[config.mk]
export PLATFORM = sky130hd
export DESIGN_NAME = format_string_integer_printer_unit_flat
export DESIGN_NICKNAME = d
export VERILOG_FILES = /design/src/rtl/fsip_pkg.sv /design/src/rtl/fsip_if.sv /design/src/rtl/fsip_bcd_conv.sv /design/src/rtl/fsip_digit_emit.sv /design/src/rtl/format_string_integer_printer_unit.sv /design/src/flat_wrapper.sv
export SDC_FILE = /design/constraint.sdc
export NUM_CORES = 1
export LEC_CHECK = 0
export ABC_CLOCK_PERIOD_IN_PS = 12080
export BUFFER_PORTS_ARGS = -buffer_cell sky130_fd_sc_hd__buf_2
export CAP_MARGIN = 20
export CORE_ASPECT_RATIO = 0.75
export CORE_UTILIZATION = 55
export CTS_CLUSTER_SIZE = 8
export DETAILED_ROUTE_END_ITERATION = 8
export PLACE_DENSITY = 0.78
export SETUP_SLACK_MARGIN = 0.4
export SLEW_MARGIN = 20
export SYNTH_ARGS = -nofsm -noshare
export SYNTH_HDL_FRONTEND = slang
export SYNTH_HIERARCHICAL = 1
export SYNTH_SLANG_ARGS = --single-unit
[constraint.sdc]
create_clock -name clk -period 12.08 [get_ports clk]
set_input_delay 1.812 -clock clk [delete_from_list [all_inputs] [get_ports clk]]
set_output_delay 1.812 -clock clk [all_outputs]
set_load 0.02 [all_outputs]
[src/rtl/fsip_pkg.sv]
// Shared constants, types and helpers for the format string integer printer.
// No dependencies; every other file but assert_macros.svh imports this package.
`default_nettype none

package fsip_pkg;

  localparam int MAX_WIDTH_DEF = 63;   // default width saturation
  localparam int W_BITS        = 6;    // width field
  localparam int PTR_MAX_W     = 62;   // 64 chars per item minus "0x"
  localparam int ARG_BITS      = 64;
  localparam int SHORT_BITS    = 32;
  localparam int DIG_N         = 20;   // decimal digits of a 64-bit value
  localparam int DIG_BITS      = DIG_N * 4;
  localparam int CNT_W         = 5;    // holds 0..DIG_N

  localparam logic [7:0] CH_NUL     = 8'h00;
  localparam logic [7:0] CH_PCT     = 8'h25;
  localparam logic [7:0] CH_MINUS   = 8'h2d;
  localparam logic [7:0] CH_ZERO    = 8'h30;
  localparam logic [7:0] CH_NINE    = 8'h39;
  localparam logic [7:0] CH_UPPER_A = 8'h41;
  localparam logic [7:0] CH_UPPER_L = 8'h4c;
  localparam logic [7:0] CH_UPPER_X = 8'h58;
  localparam logic [7:0] CH_LOWER_A = 8'h61;
  localparam logic [7:0] CH_C       = 8'h63;
  localparam logic [7:0] CH_D       = 8'h64;
  localparam logic [7:0] CH_I       = 8'h69;
  localparam logic [7:0] CH_L       = 8'h6c;
  localparam logic [7:0] CH_P       = 8'h70;
  localparam logic [7:0] CH_U       = 8'h75;
  localparam logic [7:0] CH_X       = 8'h78;
  localparam logic [7:0] CH_Z       = 8'h7a;

  // Digit formatting controls handed to the emitter on load.
  typedef struct packed {
    logic              upper;
    logic              wg;      // width given
    logic              zp;      // zero pad
    logic [W_BITS-1:0] w;       // effective width
  } emit_cfg_t;

  // One character beat from the emitter.
  typedef struct packed {
    logic       valid;
    logic [7:0] ch;
    logic       last;
  } char_beat_t;

  function automatic logic [7:0] digit_char(input logic [3:0] d, input logic upper);
    logic [7:0] alpha;
    alpha = upper ? CH_UPPER_A : CH_LOWER_A;
    if (d < 4'd10) begin
      digit_char = CH_ZERO + {4'b0, d};
    end else begin
      digit_char = alpha + {4'b0, d} - 8'd10;
    end
  endfunction

endpackage

`default_nettype wire

[src/rtl/fsip_if.sv]
// Valid/ready channel interfaces for the format input and the character output.
// Depends on fsip_pkg for the field widths.
`default_nettype none

interface fsip_in_if;
  import fsip_pkg::*;
  logic                valid;
  logic                ready;
  logic [7:0]          fmt_byte;
  logic [ARG_BITS-1:0] arg_value;

  modport source (output valid, output fmt_byte, output arg_value, input ready);
  modport sink   (input valid, input fmt_byte, input arg_value, output ready);
endinterface

interface fsip_out_if;
  logic       valid;
  logic       ready;
  logic [7:0] out_char;
  logic       last;
  logic       error;

  modport source (output valid, output out_char, output last, output error, input ready);
  modport sink   (input valid, input out_char, input last, input error, output ready);
endinterface

`default_nettype wire

[src/rtl/fsip_bcd_conv.sv]
// Bit-serial binary to BCD converter (shift and add-3), one argument bit per cycle.
// Depends on fsip_pkg.
`default_nettype none

module fsip_bcd_conv (
  input  logic                           clk,
  input  logic                           rst,
  input  logic                           start,
  input  logic                           short_mode,
  input  logic [fsip_pkg::ARG_BITS-1:0]  bin_in,
  output logic                           busy,
  output logic [fsip_pkg::DIG_BITS-1:0]  bcd
);
  import fsip_pkg::*;

  localparam int STEP_W = $clog2(ARG_BITS);

  logic [ARG_BITS-1:0] shreg;
  logic [DIG_BITS-1:0] adj;
  logic [STEP_W-1:0]   steps;

  always_comb begin
    for (int i = 0; i < DIG_N; i++) begin
      adj[i*4 +: 4] = (bcd[i*4 +: 4] >= 4'd5) ? bcd[i*4 +: 4] + 4'd3 : bcd[i*4 +: 4];
    end
  end

  always_ff @(posedge clk) begin
    if (rst) begin
      busy <= 1'b0;
    end else if (start) begin
      busy <= 1'b1;
    end else if (busy && steps == '0) begin
      busy <= 1'b0;
    end
  end

  always_ff @(posedge clk) begin
    if (start) begin
      bcd <= '0;
      if (short_mode) begin
        shreg <= {bin_in[SHORT_BITS-1:0], {(ARG_BITS-SHORT_BITS){1'b0}}};
        steps <= STEP_W'(SHORT_BITS - 1);
      end else begin
        shreg <= bin_in;
        steps <= STEP_W'(ARG_BITS - 1);
      end
    end else if (busy) begin
      bcd   <= {adj[DIG_BITS-2:0], shreg[ARG_BITS-1]};
      shreg <= {shreg[ARG_BITS-2:0], 1'b0};
      steps <= steps - 1'b1;
    end
  end

endmodule

`default_nettype wire

[src/rtl/fsip_digit_emit.sv]
// Digit emitter: strips leading zeros, truncates to width, pads, then shifts
// digits out one nibble per beat, most significant first. Depends on fsip_pkg.
`default_nettype none

module fsip_digit_emit (
  input  logic                          clk,
  input  logic                          rst,
  input  logic                          load,
  input  fsip_pkg::emit_cfg_t           cfg,
  input  logic [fsip_pkg::DIG_BITS-1:0] digits,
  input  logic                          take,
  output fsip_pkg::char_beat_t          beat
);
  import fsip_pkg::*;

  typedef enum logic [4:0] {
    E_IDLE  = 5'b00001,
    E_STRIP = 5'b00010,
    E_TRUNC = 5'b00100,
    E_PAD   = 5'b01000,
    E_EMIT  = 5'b10000
  } emit_state_t;

  emit_state_t         state, state_next;
  logic [DIG_BITS-1:0] dig, dig_next;
  logic [CNT_W-1:0]    cnt, cnt_next;
  logic [W_BITS-1:0]   pads, pads_next;
  emit_cfg_t           cfg_r;
  logic [3:0]          top_dig;
  logic [W_BITS-1:0]   cnt_ext;

  assign top_dig = dig[DIG_BITS-1 -: 4];
  assign cnt_ext = W_BITS'(cnt);

  always_comb begin
    state_next = state;
    dig_next   = dig;
    cnt_next   = cnt;
    pads_next  = pads;
    beat       = '0;
    case (state)
      E_IDLE: begin
        if (load) begin
          dig_next   = digits;
          cnt_next   = CNT_W'(DIG_N);
          state_next = E_STRIP;
        end
      end
      E_STRIP: begin
        // always keep one digit, even for zero
        if (cnt > CNT_W'(1) && top_dig == 4'd0) begin
          dig_next = {dig[DIG_BITS-5:0], 4'b0};
          cnt_next = cnt - 1'b1;
        end else begin
          state_next = E_TRUNC;
        end
      end
      E_TRUNC: begin
        // keep only the low w digits
        if (cfg_r.wg && cnt_ext > cfg_r.w) begin
          dig_next = {dig[DIG_BITS-5:0], 4'b0};
          cnt_next = cnt - 1'b1;
        end else if (cfg_r.wg && cfg_r.zp && cfg_r.w > cnt_ext) begin
          pads_next  = cfg_r.w - cnt_ext;
          state_next = E_PAD;
        end else begin
          state_next = E_EMIT;
        end
      end
      E_PAD: begin
        beat.valid = 1'b1;
        beat.ch    = CH_ZERO;
        if (take) begin
          pads_next = pads - 1'b1;
          if (pads == W_BITS'(1)) begin
            state_next = E_EMIT;
          end
        end
      end
      E_EMIT: begin
        beat.valid = 1'b1;
        beat.ch    = digit_char(top_dig, cfg_r.upper);
        beat.last  = (cnt == CNT_W'(1));
        if (take) begin
          dig_next = {dig[DIG_BITS-5:0], 4'b0};
          cnt_next = cnt - 1'b1;
          if (cnt == CNT_W'(1)) begin
            state_next = E_IDLE;
          end
        end
      end
      default: begin
        state_next = E_IDLE;
      end
    endcase
  end

  always_ff @(posedge clk) begin
    if (rst) begin
      state <= E_IDLE;
    end else begin
      state <= state_next;
    end
  end

  always_ff @(posedge clk) begin
    dig  <= dig_next;
    cnt  <= cnt_next;
    pads <= pads_next;
    if (load && state == E_IDLE) begin
      cfg_r <= cfg;
    end
  end

endmodule

`default_nettype wire

[src/rtl/format_string_integer_printer_unit.sv]
// Channel | dir | beat payload                  | accepted when
// fmt     | in  | fmt_byte[8], arg_value[64]    | fmt.valid && fmt.ready
// res     | out | out_char[8], last, error      | res.valid && res.ready
//
// One byte at a time; a byte that moves the parser or gives one character is
// accepted, then decoded. Numbers then emit any prefix chars, load the emitter,
// strip leading zeros, drop digits beyond the width, then give the characters
// one at a time; decimal loads wait for the serial BCD unit, longer for 64-bit.
// rst is synchronous. Stalls on res hold the sequencer; the output register lets
// the next byte be accepted while the final character still waits.
//
// Top level of the printer: parser, sequencer and output register.
// Depends on fsip_pkg, fsip_if, fsip_bcd_conv and fsip_digit_emit.
`default_nettype none

module format_string_integer_printer_unit #(
  parameter int unsigned MAX_WIDTH = fsip_pkg::MAX_WIDTH_DEF
) (
  input  logic       clk,
  input  logic       rst,
  fsip_in_if.sink    fmt,
  fsip_out_if.source res
);
  import fsip_pkg::*;

  typedef enum logic [4:0] {
    S_IDLE   = 5'b00001,
    S_DECODE = 5'b00010,
    S_PREFIX = 5'b00100,
    S_CONV   = 5'b01000,
    S_DIGITS = 5'b10000
  } seq_state_t;

  typedef enum logic [3:0] {
    PH_PLAIN = 4'b0001,
    PH_PCT   = 4'b0010,
    PH_WIDTH = 4'b0100,
    PH_SIZE  = 4'b1000
  } phase_t;

  typedef enum logic [1:0] {
    SZ_INT   = 2'd0,
    SZ_LONG  = 2'd1,
    SZ_LLONG = 2'd2,
    SZ_SIZE  = 2'd3
  } size_kind_t;

  seq_state_t          state, state_next;
  phase_t              phase, phase_next;
  size_kind_t          size, size_next;
  logic                zp, zp_next, wg, wg_next;
  logic [W_BITS-1:0]   wv, wv_next;

  logic [7:0]          fbyte_r;
  logic [ARG_BITS-1:0] arg_r;
  logic [ARG_BITS-1:0] num_r;
  logic                is_dec_r, ptr_r, empty_r;
  logic [1:0]          pre_cnt, pre_cnt_next;
  emit_cfg_t           ecfg_r;

  logic                out_valid, out_last, out_error;
  logic [7:0]          out_char;

  // decode of the held byte
  logic                is_digit, pct_or_w, size_letter;
  logic                d_plain, d_flag, d_width, d_size, d_ll, d_conv;
  logic                cv_pct, cv_chr, cv_sdec, cv_udec, cv_hex, cv_ptr, cv_bad, cv_num;
  logic                single_out;
  logic [7:0]          single_char;
  logic [9:0]          w10;
  logic [W_BITS-1:0]   wv_sat, w_eff;
  logic                long_arg, neg, empty;
  logic [ARG_BITS-1:0] base_v, mag;

  // sequencer controls
  logic                can_push, push, push_last, push_err;
  logic [7:0]          push_char;
  logic                dec_go, num_setup, bcd_start, bcd_busy, emit_load, emit_take;
  logic [DIG_BITS-1:0] bcd, emit_digits;
  char_beat_t          beat;

  assign is_digit    = (fbyte_r >= CH_ZERO) && (fbyte_r <= CH_NINE);
  assign pct_or_w    = (phase == PH_PCT) || (phase == PH_WIDTH);
  assign size_letter = (fbyte_r == CH_L) || (fbyte_r == CH_UPPER_L) || (fbyte_r == CH_Z);

  assign d_plain = (phase == PH_PLAIN);
  assign d_flag  = (phase == PH_PCT) && (fbyte_r == CH_ZERO);
  assign d_width = pct_or_w && is_digit && !d_flag;
  assign d_size  = pct_or_w && size_letter;
  assign d_ll    = (phase == PH_SIZE) && (fbyte_r == CH_L) && (size == SZ_LONG);
  assign d_conv  = !(d_plain || d_flag || d_width || d_size || d_ll);

  assign cv_pct  = (fbyte_r == CH_PCT);
  assign cv_chr  = (fbyte_r == CH_C);
  assign cv_sdec = (fbyte_r == CH_D) || (fbyte_r == CH_I);
  assign cv_udec = (fbyte_r == CH_U);
  assign cv_hex  = (fbyte_r == CH_X) || (fbyte_r == CH_UPPER_X);
  assign cv_ptr  = (fbyte_r == CH_P);
  assign cv_bad  = !(cv_pct || cv_chr || cv_sdec || cv_udec || cv_hex || cv_ptr);
  assign cv_num  = d_conv && (cv_sdec || cv_udec || cv_hex || cv_ptr);

  assign single_out  = (d_plain && fbyte_r != CH_PCT && fbyte_r != CH_NUL)
                    || (d_conv && (cv_pct || cv_chr || cv_bad));
  assign single_char = d_plain ? fbyte_r :
                       !d_conv ? CH_NUL :
                       cv_pct  ? CH_PCT :
                       cv_chr  ? arg_r[7:0] : CH_NUL;

  // width accumulate: wv * 10 + digit, saturating
  assign w10    = {1'b0, wv, 3'b000} + {3'b000, wv, 1'b0} + {6'b0, fbyte_r[3:0]};
  assign wv_sat = (w10 > 10'(MAX_WIDTH)) ? W_BITS'(MAX_WIDTH) : w10[W_BITS-1:0];
  assign w_eff  = (cv_ptr && wv > W_BITS'(PTR_MAX_W)) ? W_BITS'(PTR_MAX_W) : wv;
  assign empty  = wg && (w_eff == '0);

  assign long_arg = (size != SZ_INT) || cv_ptr;
  assign base_v   = long_arg ? arg_r :
                    cv_sdec  ? {{(ARG_BITS-SHORT_BITS){arg_r[SHORT_BITS-1]}},
                                arg_r[SHORT_BITS-1:0]} :
                               {{(ARG_BITS-SHORT_BITS){1'b0}}, arg_r[SHORT_BITS-1:0]};
  assign neg      = cv_sdec && base_v[ARG_BITS-1];
  assign mag      = neg ? (ARG_BITS'(0) - base_v) : base_v;

  assign can_push    = !out_valid || res.ready;
  assign dec_go      = (state == S_DECODE) && (!single_out || can_push);
  assign num_setup   = dec_go && cv_num;
  assign bcd_start   = num_setup && (cv_sdec || cv_udec);
  assign emit_digits = is_dec_r ? bcd : DIG_BITS'(num_r);

  always_comb begin
    state_next   = state;
    phase_next   = phase;
    size_next    = size;
    zp_next      = zp;
    wg_next      = wg;
    wv_next      = wv;
    pre_cnt_next = pre_cnt;
    push         = 1'b0;
    push_char    = CH_NUL;
    push_last    = 1'b0;
    push_err     = 1'b0;
    emit_load    = 1'b0;
    emit_take    = 1'b0;
    case (state)
      S_IDLE: begin
        if (fmt.valid) begin
          state_next = S_DECODE;
        end
      end
      S_DECODE: begin
        if (dec_go) begin
          push       = single_out;
          push_char  = single_char;
          push_last  = 1'b1;
          push_err   = d_conv && cv_bad;
          state_next = S_IDLE;
          if (d_plain) begin
            if (fbyte_r == CH_PCT) begin
              phase_next = PH_PCT;
            end
          end else if (d_flag) begin
            zp_next    = 1'b1;
            phase_next = PH_WIDTH;
          end else if (d_width) begin
            wv_next    = wv_sat;
            wg_next    = 1'b1;
            phase_next = PH_WIDTH;
          end else if (d_size) begin
            size_next  = (fbyte_r == CH_L) ? SZ_LONG :
                         (fbyte_r == CH_UPPER_L) ? SZ_LLONG : SZ_SIZE;
            phase_next = PH_SIZE;
          end else if (d_ll) begin
            size_next = SZ_LLONG;
          end else begin
            phase_next = PH_PLAIN;
            size_next  = SZ_INT;
            zp_next    = 1'b0;
            wg_next    = 1'b0;
            wv_next    = '0;
            if (cv_num) begin
              pre_cnt_next = neg ? 2'd1 : cv_ptr ? 2'd2 : 2'd0;
              if (neg || cv_ptr) begin
                state_next = S_PREFIX;
              end else if (!empty) begin
                state_next = S_CONV;
              end
            end
          end
        end
      end
      S_PREFIX: begin
        push      = can_push;
        push_char = (pre_cnt == 2'd2) ? CH_ZERO : (ptr_r ? CH_X : CH_MINUS);
        push_last = (pre_cnt == 2'd1) && empty_r;
        if (can_push) begin
          pre_cnt_next = pre_cnt - 1'b1;
          if (pre_cnt == 2'd1) begin
            state_next = empty_r ? S_IDLE : S_CONV;
          end
        end
      end
      S_CONV: begin
        if (!is_dec_r || !bcd_busy) begin
          emit_load  = 1'b1;
          state_next = S_DIGITS;
        end
      end
      S_DIGITS: begin
        if (beat.valid && can_push) begin
          push      = 1'b1;
          push_char = beat.ch;
          push_last = beat.last;
          emit_take = 1'b1;
          if (beat.last) begin
            state_next = S_IDLE;
          end
        end
      end
      default: begin
        state_next = S_IDLE;
      end
    endcase
  end

  always_ff @(posedge clk) begin
    if (rst) begin
      state     <= S_IDLE;
      phase     <= PH_PLAIN;
      size      <= SZ_INT;
      zp        <= 1'b0;
      wg        <= 1'b0;
      wv        <= '0;
      pre_cnt   <= 2'd0;
      out_valid <= 1'b0;
    end else begin
      state   <= state_next;
      phase   <= phase_next;
      size    <= size_next;
      zp      <= zp_next;
      wg      <= wg_next;
      wv      <= wv_next;
      pre_cnt <= pre_cnt_next;
      if (push) begin
        out_valid <= 1'b1;
      end else if (res.ready) begin
        out_valid <= 1'b0;
      end
    end
  end

  always_ff @(posedge clk) begin
    if (fmt.valid && fmt.ready) begin
      fbyte_r <= fmt.fmt_byte;
      arg_r   <= fmt.arg_value;
    end
    if (num_setup) begin
      num_r        <= mag;
      is_dec_r     <= cv_sdec || cv_udec;
      ptr_r        <= cv_ptr;
      empty_r      <= empty;
      ecfg_r.upper <= (fbyte_r == CH_UPPER_X);
      ecfg_r.wg    <= wg;
      ecfg_r.zp    <= zp;
      ecfg_r.w     <= w_eff;
    end
    if (push) begin
      out_char  <= push_char;
      out_last  <= push_last;
      out_error <= push_err;
    end
  end

  fsip_bcd_conv u_bcd (
    .clk        (clk),
    .rst        (rst),
    .start      (bcd_start),
    .short_mode (size == SZ_INT),
    .bin_in     (mag),
    .busy       (bcd_busy),
    .bcd        (bcd)
  );

  fsip_digit_emit u_emit (
    .clk    (clk),
    .rst    (rst),
    .load   (emit_load),
    .cfg    (ecfg_r),
    .digits (emit_digits),
    .take   (emit_take),
    .beat   (beat)
  );

  assign fmt.ready    = (state == S_IDLE);
  assign res.valid    = out_valid;
  assign res.out_char = out_char;
  assign res.last     = out_last;
  assign res.error    = out_error;

endmodule

`default_nettype wire

[src/flat_wrapper.sv]
// flat-port wrapper written by rule: the top's interface ports become plain ports
module format_string_integer_printer_unit_flat import fsip_pkg::*;
#(
  parameter int unsigned MAX_WIDTH = fsip_pkg::MAX_WIDTH_DEF
)
  (clk, rst, fmt_valid, fmt_fmt_byte, fmt_arg_value, fmt_ready, res_valid, res_out_char, res_last, res_error, res_ready);
  fsip_in_if fmt_i ();
  fsip_out_if res_i ();
  input  logic clk;
  input  logic rst;
  input wire logic [$bits(fmt_i.valid)-1:0] fmt_valid;
  input wire logic [$bits(fmt_i.fmt_byte)-1:0] fmt_fmt_byte;
  input wire logic [$bits(fmt_i.arg_value)-1:0] fmt_arg_value;
  output wire logic [$bits(fmt_i.ready)-1:0] fmt_ready;
  output wire logic [$bits(res_i.valid)-1:0] res_valid;
  output wire logic [$bits(res_i.out_char)-1:0] res_out_char;
  output wire logic [$bits(res_i.last)-1:0] res_last;
  output wire logic [$bits(res_i.error)-1:0] res_error;
  input wire logic [$bits(res_i.ready)-1:0] res_ready;
  assign fmt_i.valid = fmt_valid;
  assign fmt_i.fmt_byte = fmt_fmt_byte;
  assign fmt_i.arg_value = fmt_arg_value;
  assign fmt_ready = fmt_i.ready;
  assign res_valid = res_i.valid;
  assign res_out_char = res_i.out_char;
  assign res_last = res_i.last;
  assign res_error = res_i.error;
  assign res_i.ready = res_ready;
  format_string_integer_printer_unit #(.MAX_WIDTH(MAX_WIDTH)) u_core (.clk(clk), .rst(rst), .fmt(fmt_i), .res(res_i));
endmodule
==> results.cfg, run 1 <==
[grt]
grt_overflow = 0
met1_usage_pct = 39.0
grt_max_degree = 86
antenna_found_initial = 2
grt_busiest_layer = met1
grt_pass1_wl_mm = 86.2
track_usage_pct = 26.3
use_met2_pct = 38.6
grt_pass1_vias = 15500
met3_usage_pct = 5.66

[hold_path]
hold_class = reg -> reg
min_from = u_core/ecfg_r[1]

[status]
status = completed

[sta]
setup_violations = 0
maxSlewViolCount = 0
fin_tns_setup_ns = 0
worst_slew_pin_slew_ns = 1.08
finalClockSkew_ns = 0.0185
fin_crit_ns = 5.74
max_freq_ghz = 0.174
hold_violations = 0
timing.slew.headroom_pct = 28.2
rsz0062_at_grt = false
period_share_pct = 47.5

[floorplanning]
die_w_um = 237
die-area_sq_um = 42100
core-area_sq_um = 40800
io_pins = 88
die_y_um = 178
rows = 64
start_util_pct = 55.7

[drt]
avgViaCountPerCell = 6.27
drtPass1Iterations = 7
wire_per_inst_um = 21.3
vias = 16700
antenna_left = 0
route.detailed.drc = 0
drtIter0Drc = 1685
drt-total-wl_mm = 56.5

[yosys]
netlist_instances = 2005
synth_top_family_by_area = compound AO/OA/AOI/OAI gates
yosysTopAreaCell = edfxtp_1
yosysWarnings = 6
yosysSeqAreaShare_pct = 52.9
synth_compound_area_share_pct = 14.5
synthAdderAreaFrac_pct = 3.95
syn_area_sq_um = 22700
async_reset_ff_share_pct = 0
synth-seq-cells = 436
synth_edf_count = 328
synth_top_area_share_pct = 43.4
synth_fp_nets = 2151
synth_area_per_cell_sq_um = 11.3
synth_xor_area_share_pct = 2.62
ys_types = 104
synthMuxAreaShare_pct = 8.58
synthFlopType = edfxtp_1
netlist_top_cells_area = edfxtp_1 (43%), dfxtp_1 (9.5%), mux2_2 (6.1%)
synth-simple-area-share_pct = 13.5

[setup_path]
critical_path.startpoint = res_ready
arrival_ns = 5.94
end_kind = flip-flop
max_stage_delay_ns = 0.78
crit_slowest_cell = buf_4
path_delay_family = buffers and inverters
cp_num_buf_inv = 5
startpoint_type = input port
path_cells = buf_2 > nand2b_1 > o21ai_1 > a21oi_4 > nand4_2 > nor2b_4 > buf_4 > buf_4 > nor2_2 > clkinv_2 > buf_4
cpMostUsedCell = buf_4
worstPathRequired_ns = 12.28
reg2reg_from = u_core/fbyte_r[2]
worstSetupPathType = in -> reg
path_max_fanout = 76

[placed_design]
placed_cells = 2544
gp_congestion = 0.954
hpwl_mm = 38.8
io_buffers = 87

[final_layout]
final_cell_mix = edfxtp_1 (328), a21oi_1 (150), nor2_1 (148), mux2_2 (123), nand2_1 (113)
final_nets = 2225
fin_cells = 2658
layout-drive-gt1-share_pct = 17.2
syn_to_final_growth_pct = 11.3
antenna_cells = 0
final_common_cell = edfxtp_1

[cts]
cts_root_buf = clkbuf_16
cts_tree = yes
path_clk_slew_ns = 0.05
ctsResizeCount = 0
cts_setup_buffers = 0
cts_num_sinks = 436
cts.path.max_buffers = 3
insertion_delay_ns = 0.59
numCtsBuffers = 60
htreeDepth = 2
cts_hold_buf = 0

[pwr]
p_int_w = 0.00276
power.density_nw_per_um2 = 144
p_clk_share_pct = 42.9
leakage_nw = 9.21
peakVddDrop_mv = 0.120
p_seq_share_pct = 48.3
power.net_switching_w = 0.000877
power_frac_comb_pct = 8.8
netSwitchingFraction_pct = 24.1

[flow_run]
drv_cap = 0
[registers in the layout, indices dropped and copies added (netlist names), 2 cells and up]
| register | flops |
|---|---|
| u_core/u_bcd/steps | 6 |
| u_core/arg_r | 64 |
| u_core/u_emit/cnt | 5 |
| u_core/u_emit/state | 5 |
| u_core/pre_cnt | 2 |
| u_core/u_emit/cfg_r | 9 |
| u_core/wv | 6 |
| u_core/u_emit/dig | 80 |
| u_core/u_emit/pads | 6 |
| u_core/res.out_char | 8 |
| u_core/num_r | 64 |
| u_core/fbyte_r | 8 |
| u_core/phase | 4 |
| u_core/state | 5 |
| u_core/u_bcd/shreg | 64 |
| u_core/size | 2 |
| u_core/ecfg_r | 9 |
| u_core/u_bcd/bcd | 80 |
[final cells by class]
| class | count | area (sq um) |
|---|---|---|
| repair buffers | 105 | 574 |
| fillers | 3115 | 15500 |
| well taps | 528 | 661 |
| multi-input cells | 1363 | 9870 |
| flip-flops and latches | 436 | 12000 |
| clock buffers | 111 | 1720 |
| inverters | 113 | 425 |
| clock inverters | 2 | 17.5 |
[final timing paths]
| path | endpoint | slack [ns] | cells after the start |
|---|---|---|---|
| setup / recovery | u_core/u_bcd/shreg[56] | 6.34 | 11 |
| hold / removal | u_core/u_emit/cfg_r[1] | 0.43 | 0 |
| setup reg to reg | u_core/u_bcd/shreg[56] | 6.37 | 12 |
| hold reg to reg | u_core/u_emit/cfg_r[1] | 0.43 | 0 |
[Yosys cell counts, types with 9 or more instances]
master	n
edfxtp_1	328
nor2_1	151
a21oi_1	150
mux2_2	123
nand2_1	113
inv_1	112
dfxtp_1	108
o21ai_0	77
ha_1	67
xnor2_1	51
buf_2	46
nor3_1	46
o21ai_1	38
mux2i_1	36
nand3_1	36
clkbuf_1	33
a22o_1	31
o22ai_1	26
or3_1	26
and3_1	25
and2_1	23
nand4_1	23
nor4_1	23
mux2_1	18
o22a_1	17
o32ai_1	17
xor2_1	17
a311oi_2	14
nand2b_1	14
buf_4	12
o31ai_1	12
a211oi_1	11
a21o_1	9
[per-stage QoR]
step	hold slack [ns]	total power, W	instance area, sq um	utilization [%]	setup slack, ns
2_1_floorplan	0.400	0.00199	22700	-	2.41
3_5_place_dp	0.415	0.00209	23500	57.7	5.86
3_3_place_gp	0.404	0.00207	23500	57.7	5.96
5_1_grt	0.437	0.00376	25300	62.0	6.07
6_report	0.427	0.00364	25300	62.0	6.34
4_1_cts	0.418	0.00365	25300	62.0	6.43
[worst reg2reg max path, cell delays in order, from the launching register on]
cell      delay [ns]
edfxtp_1        0.59
and4b_1         0.40
o21ai_2         0.10
o41ai_4         0.55
nor3_4          0.14
a21oi_4         0.37
nand4_2         0.30
nor2b_4         0.17
buf_4           0.53
buf_4           0.79
nor2_2          0.24
clkinv_2        0.24
buf_4           0.78
[logic make-up (layout without fill, tap and decap cells)]
kind of cell	count (synthesis)	in the layout
AOI/OAI and AO/OA	482	482
other	1	1
xor gates and xnor gates	68	68
buffers and inverters	206	331
adders and majority gates	70	70
muxes	177	177
and+or+nand+nor	565	565
DFF	436	436
[per-layer routing]
layer / part of all wire, % / wire, um
met2: 43 / 24400
met1: 45 / 25400
met4: 2.3 / 1320
met5: 0 / 0
met3: 9.6 / 5440
[power by group through the flow]
| stage | clock network [W] | logic, W | registers [W] |
|---|---|---|---|
| final | 0.00156 | 0.000320 | 0.00176 |
| after global routing | 0.00164 | 0.000352 | 0.00176 |
| after CTS | 0.00158 | 0.000315 | 0.00175 |
| after detailed placement | 0 | 0.000312 | 0.00178 |
| after global placement | 0 | 0.000295 | 0.00178 |
| after floorplan | 0 | 0.000240 | 0.00175 |
Note: power is estimated with default switching activity, not from simulation.
==> run 2, diff against run 1 <==
--- a/config.mk
+++ b/config.mk
@@ -5,14 +5,14 @@
 export SDC_FILE = /design/constraint.sdc
 export NUM_CORES = 1
 export LEC_CHECK = 0
-export ABC_CLOCK_PERIOD_IN_PS = 12080
+export ABC_CLOCK_PERIOD_IN_PS = 5050
 export BUFFER_PORTS_ARGS = -buffer_cell sky130_fd_sc_hd__buf_2
 export CAP_MARGIN = 20
 export CORE_ASPECT_RATIO = 0.75
 export CORE_UTILIZATION = 55
 export CTS_CLUSTER_SIZE = 8
 export DETAILED_ROUTE_END_ITERATION = 8
-export PLACE_DENSITY = 0.78
+export PLACE_DENSITY = 0.81
 export SETUP_SLACK_MARGIN = 0.4
 export SLEW_MARGIN = 20
 export SYNTH_ARGS = -nofsm -noshare
==> constraint.sdc (replaced) <==
create_clock -name clk -period 5.05 [get_ports clk]
set_input_delay 0.7575 -clock clk [delete_from_list [all_inputs] [get_ports clk]]
set_output_delay 0.7575 -clock clk [all_outputs]
set_load 0.02 [all_outputs]
==> run 2 against run 1 <==
Net effect:
- register-to-register slack got worse by 5.3 ns
- hold slack worse by 0.10 ns
- critical endpoint is now u_core/u_bcd/shreg[36]
- critical path depth down 1
- power increased by 140%
==> results.cfg, run 2 (synthesis results as in run 1) <==
[final_layout]
multi_input_area_sq_um = 9860
final_cell_mix = edfxtp_1 (328), a21oi_1 (150), nor2_1 (148), mux2_2 (123), nand2_1 (113)
regArea_sq_um = 12000
reg_top3 = u_core/u_bcd/bcd (80), u_core/u_emit/dig (80)
fillers = 3043
final_nets = 2230
fin_cells = 2663
final_common_cell = edfxtp_1
layout-drive-gt1-share_pct = 17.4
syn_to_final_growth_pct = 11.7
antenna_cells = 0

[grt]
grt_pass1_vias = 15700
grt_overflow = 0
grt_pass1_wl_mm = 88.7
grt_max_degree = 96
antenna_found_initial = 2
track_usage_pct = 27.0

[sta]
timing.slew.headroom_pct = 32.0
setup_violations = 0
rsz0062_at_grt = false
hold_violations = 0
max_freq_ghz = 0.254
finalClockSkew_ns = 0.0206
period_share_pct = 77.9
fin_tns_setup_ns = 0
worst_slew_pin_slew_ns = 1.02
fin_crit_ns = 3.93
maxSlewViolCount = 0

[pwr]
peakVddDrop_mv = 0.250
netSwitchingFraction_pct = 24.3
power.density_nw_per_um2 = 345
leakage_nw = 9.25
power_frac_comb_pct = 8.8
power.net_switching_w = 0.00212
p_clk_share_pct = 43.1
p_int_w = 0.00662
p_seq_share_pct = 48.0

[drt]
antenna_left = 0
wire_per_inst_um = 21.6
drt-total-wl_mm = 57.5
route.detailed.drc = 0
drtIter0Drc = 2290
drtPass1Iterations = 6
avgViaCountPerCell = 6.31
vias = 16800

[floorplanning]
die_y_um = 178
rows = 64
io_pins = 88
die_w_um = 237
core-area_sq_um = 40800
die-area_sq_um = 42100
start_util_pct = 55.7

[placed_design]
hpwl_mm = 39.7
io_buffers = 87
placed_cells = 2550
gp_congestion = 0.978

[cts]
cts_tree = yes
path_clk_slew_ns = 0.05
ctsResizeCount = 0
cts_setup_buffers = 0
insertion_delay_ns = 0.60
cts_root_buf = clkbuf_16
numCtsBuffers = 60
cts_num_sinks = 436
cts.path.max_buffers = 3
cts_hold_buf = 0
htreeDepth = 2

[setup_path]
worstPathRequired_ns = 5.31
max_stage_delay_ns = 0.56
path_cells = nor2_1 > nand2_1 > o31ai_1 > o21ai_1 > a21oi_4 > nand4_2 > nor2b_4 > nor2_2 > clkinv_2 > buf_4
path_delay_family = simple AND/OR/NAND/NOR gates
startpoint_type = flip-flop
end_kind = flip-flop
worstSetupPathType = reg -> reg
crit_slowest_cell = edfxtp_1
path_max_fanout = 24
arrival_ns = 4.19
cp_num_buf_inv = 2

[hold_path]
hold_class = in -> reg

[flow_run]
drv_cap = 0

[status]
status = completed
==> run 2: cell types whose count changed in the layout (fill, tap and decap cells not counted), sizes merged <==
| cell | previous run | this run |
|---|---|---|
| clkinv | 1 | 2 |
| bufinv | 0 | 1 |
| clkbuf | 111 | 109 |
| buf | 105 | 110 |
==> run 2: area by class of cell <==
class,count,area share (%)
clock buffers,109,6.64
clock inverters,4,0.306
inverters,113,1.68
multi-input cells,1363,38.9
flip-flops and latches,436,47.4
well taps,528,2.60
repair buffers,110,2.54
==> run 2: final timing paths <==
path | startpoint | to | slack (ns) | cells past startpoint
worst min-delay path | fmt_arg_value[20] | u_core/arg_r[20] | 0.33 | 1
worst max register to register | u_core/fbyte_r[1] | u_core/u_bcd/shreg[36] | 1.12 | 10
worst max-delay path | u_core/fbyte_r[1] | u_core/u_bcd/shreg[36] | 1.12 | 10
worst min register to register | u_core/ecfg_r[1] | u_core/u_emit/cfg_r[1] | 0.43 | 0
==> run 2: metal layers <==
| metal | routed length [um] | GRT usage, % | up-vias |
|---|---|---|---|
| li1 | - | - | 7717 |
| met1 | 26000 | 40.8 | 8110 |
| met2 | 25100 | 39.8 | 879 |
| met3 | 5210 | 4.69 | 94 |
| met4 | 1150 | 7.55 | 0 |
| met5 | 0 | 0 | - |
==> run 2: power by group through the flow <==
stage	sequential, W	clock (W)	combinational (W)
detailed placement	0.00426	0	0.000750
global placement	0.00425	0	0.000701
finish	0.00420	0.00377	0.000771
global route	0.00421	0.00398	0.000851
floorplan	0.00419	0	0.000575
CTS	0.00419	0.00382	0.000760
==> run 2: per-stage QoR <==
stage          hold WS (ns)  instance area [sq um]  power, W  utilization, %  setup WS (ns)
5_1_grt               0.311                  25400   0.00904            62.3          0.894
3_3_place_gp          0.404                  23600   0.00495            57.9           1.45
3_5_place_dp          0.415                  23600   0.00501            57.9           1.30
6_report              0.326                  25400   0.00874            62.3           1.12
2_1_floorplan         0.400                  22700   0.00477               -          0.670
4_1_cts               0.313                  25400   0.00877            62.3           1.29
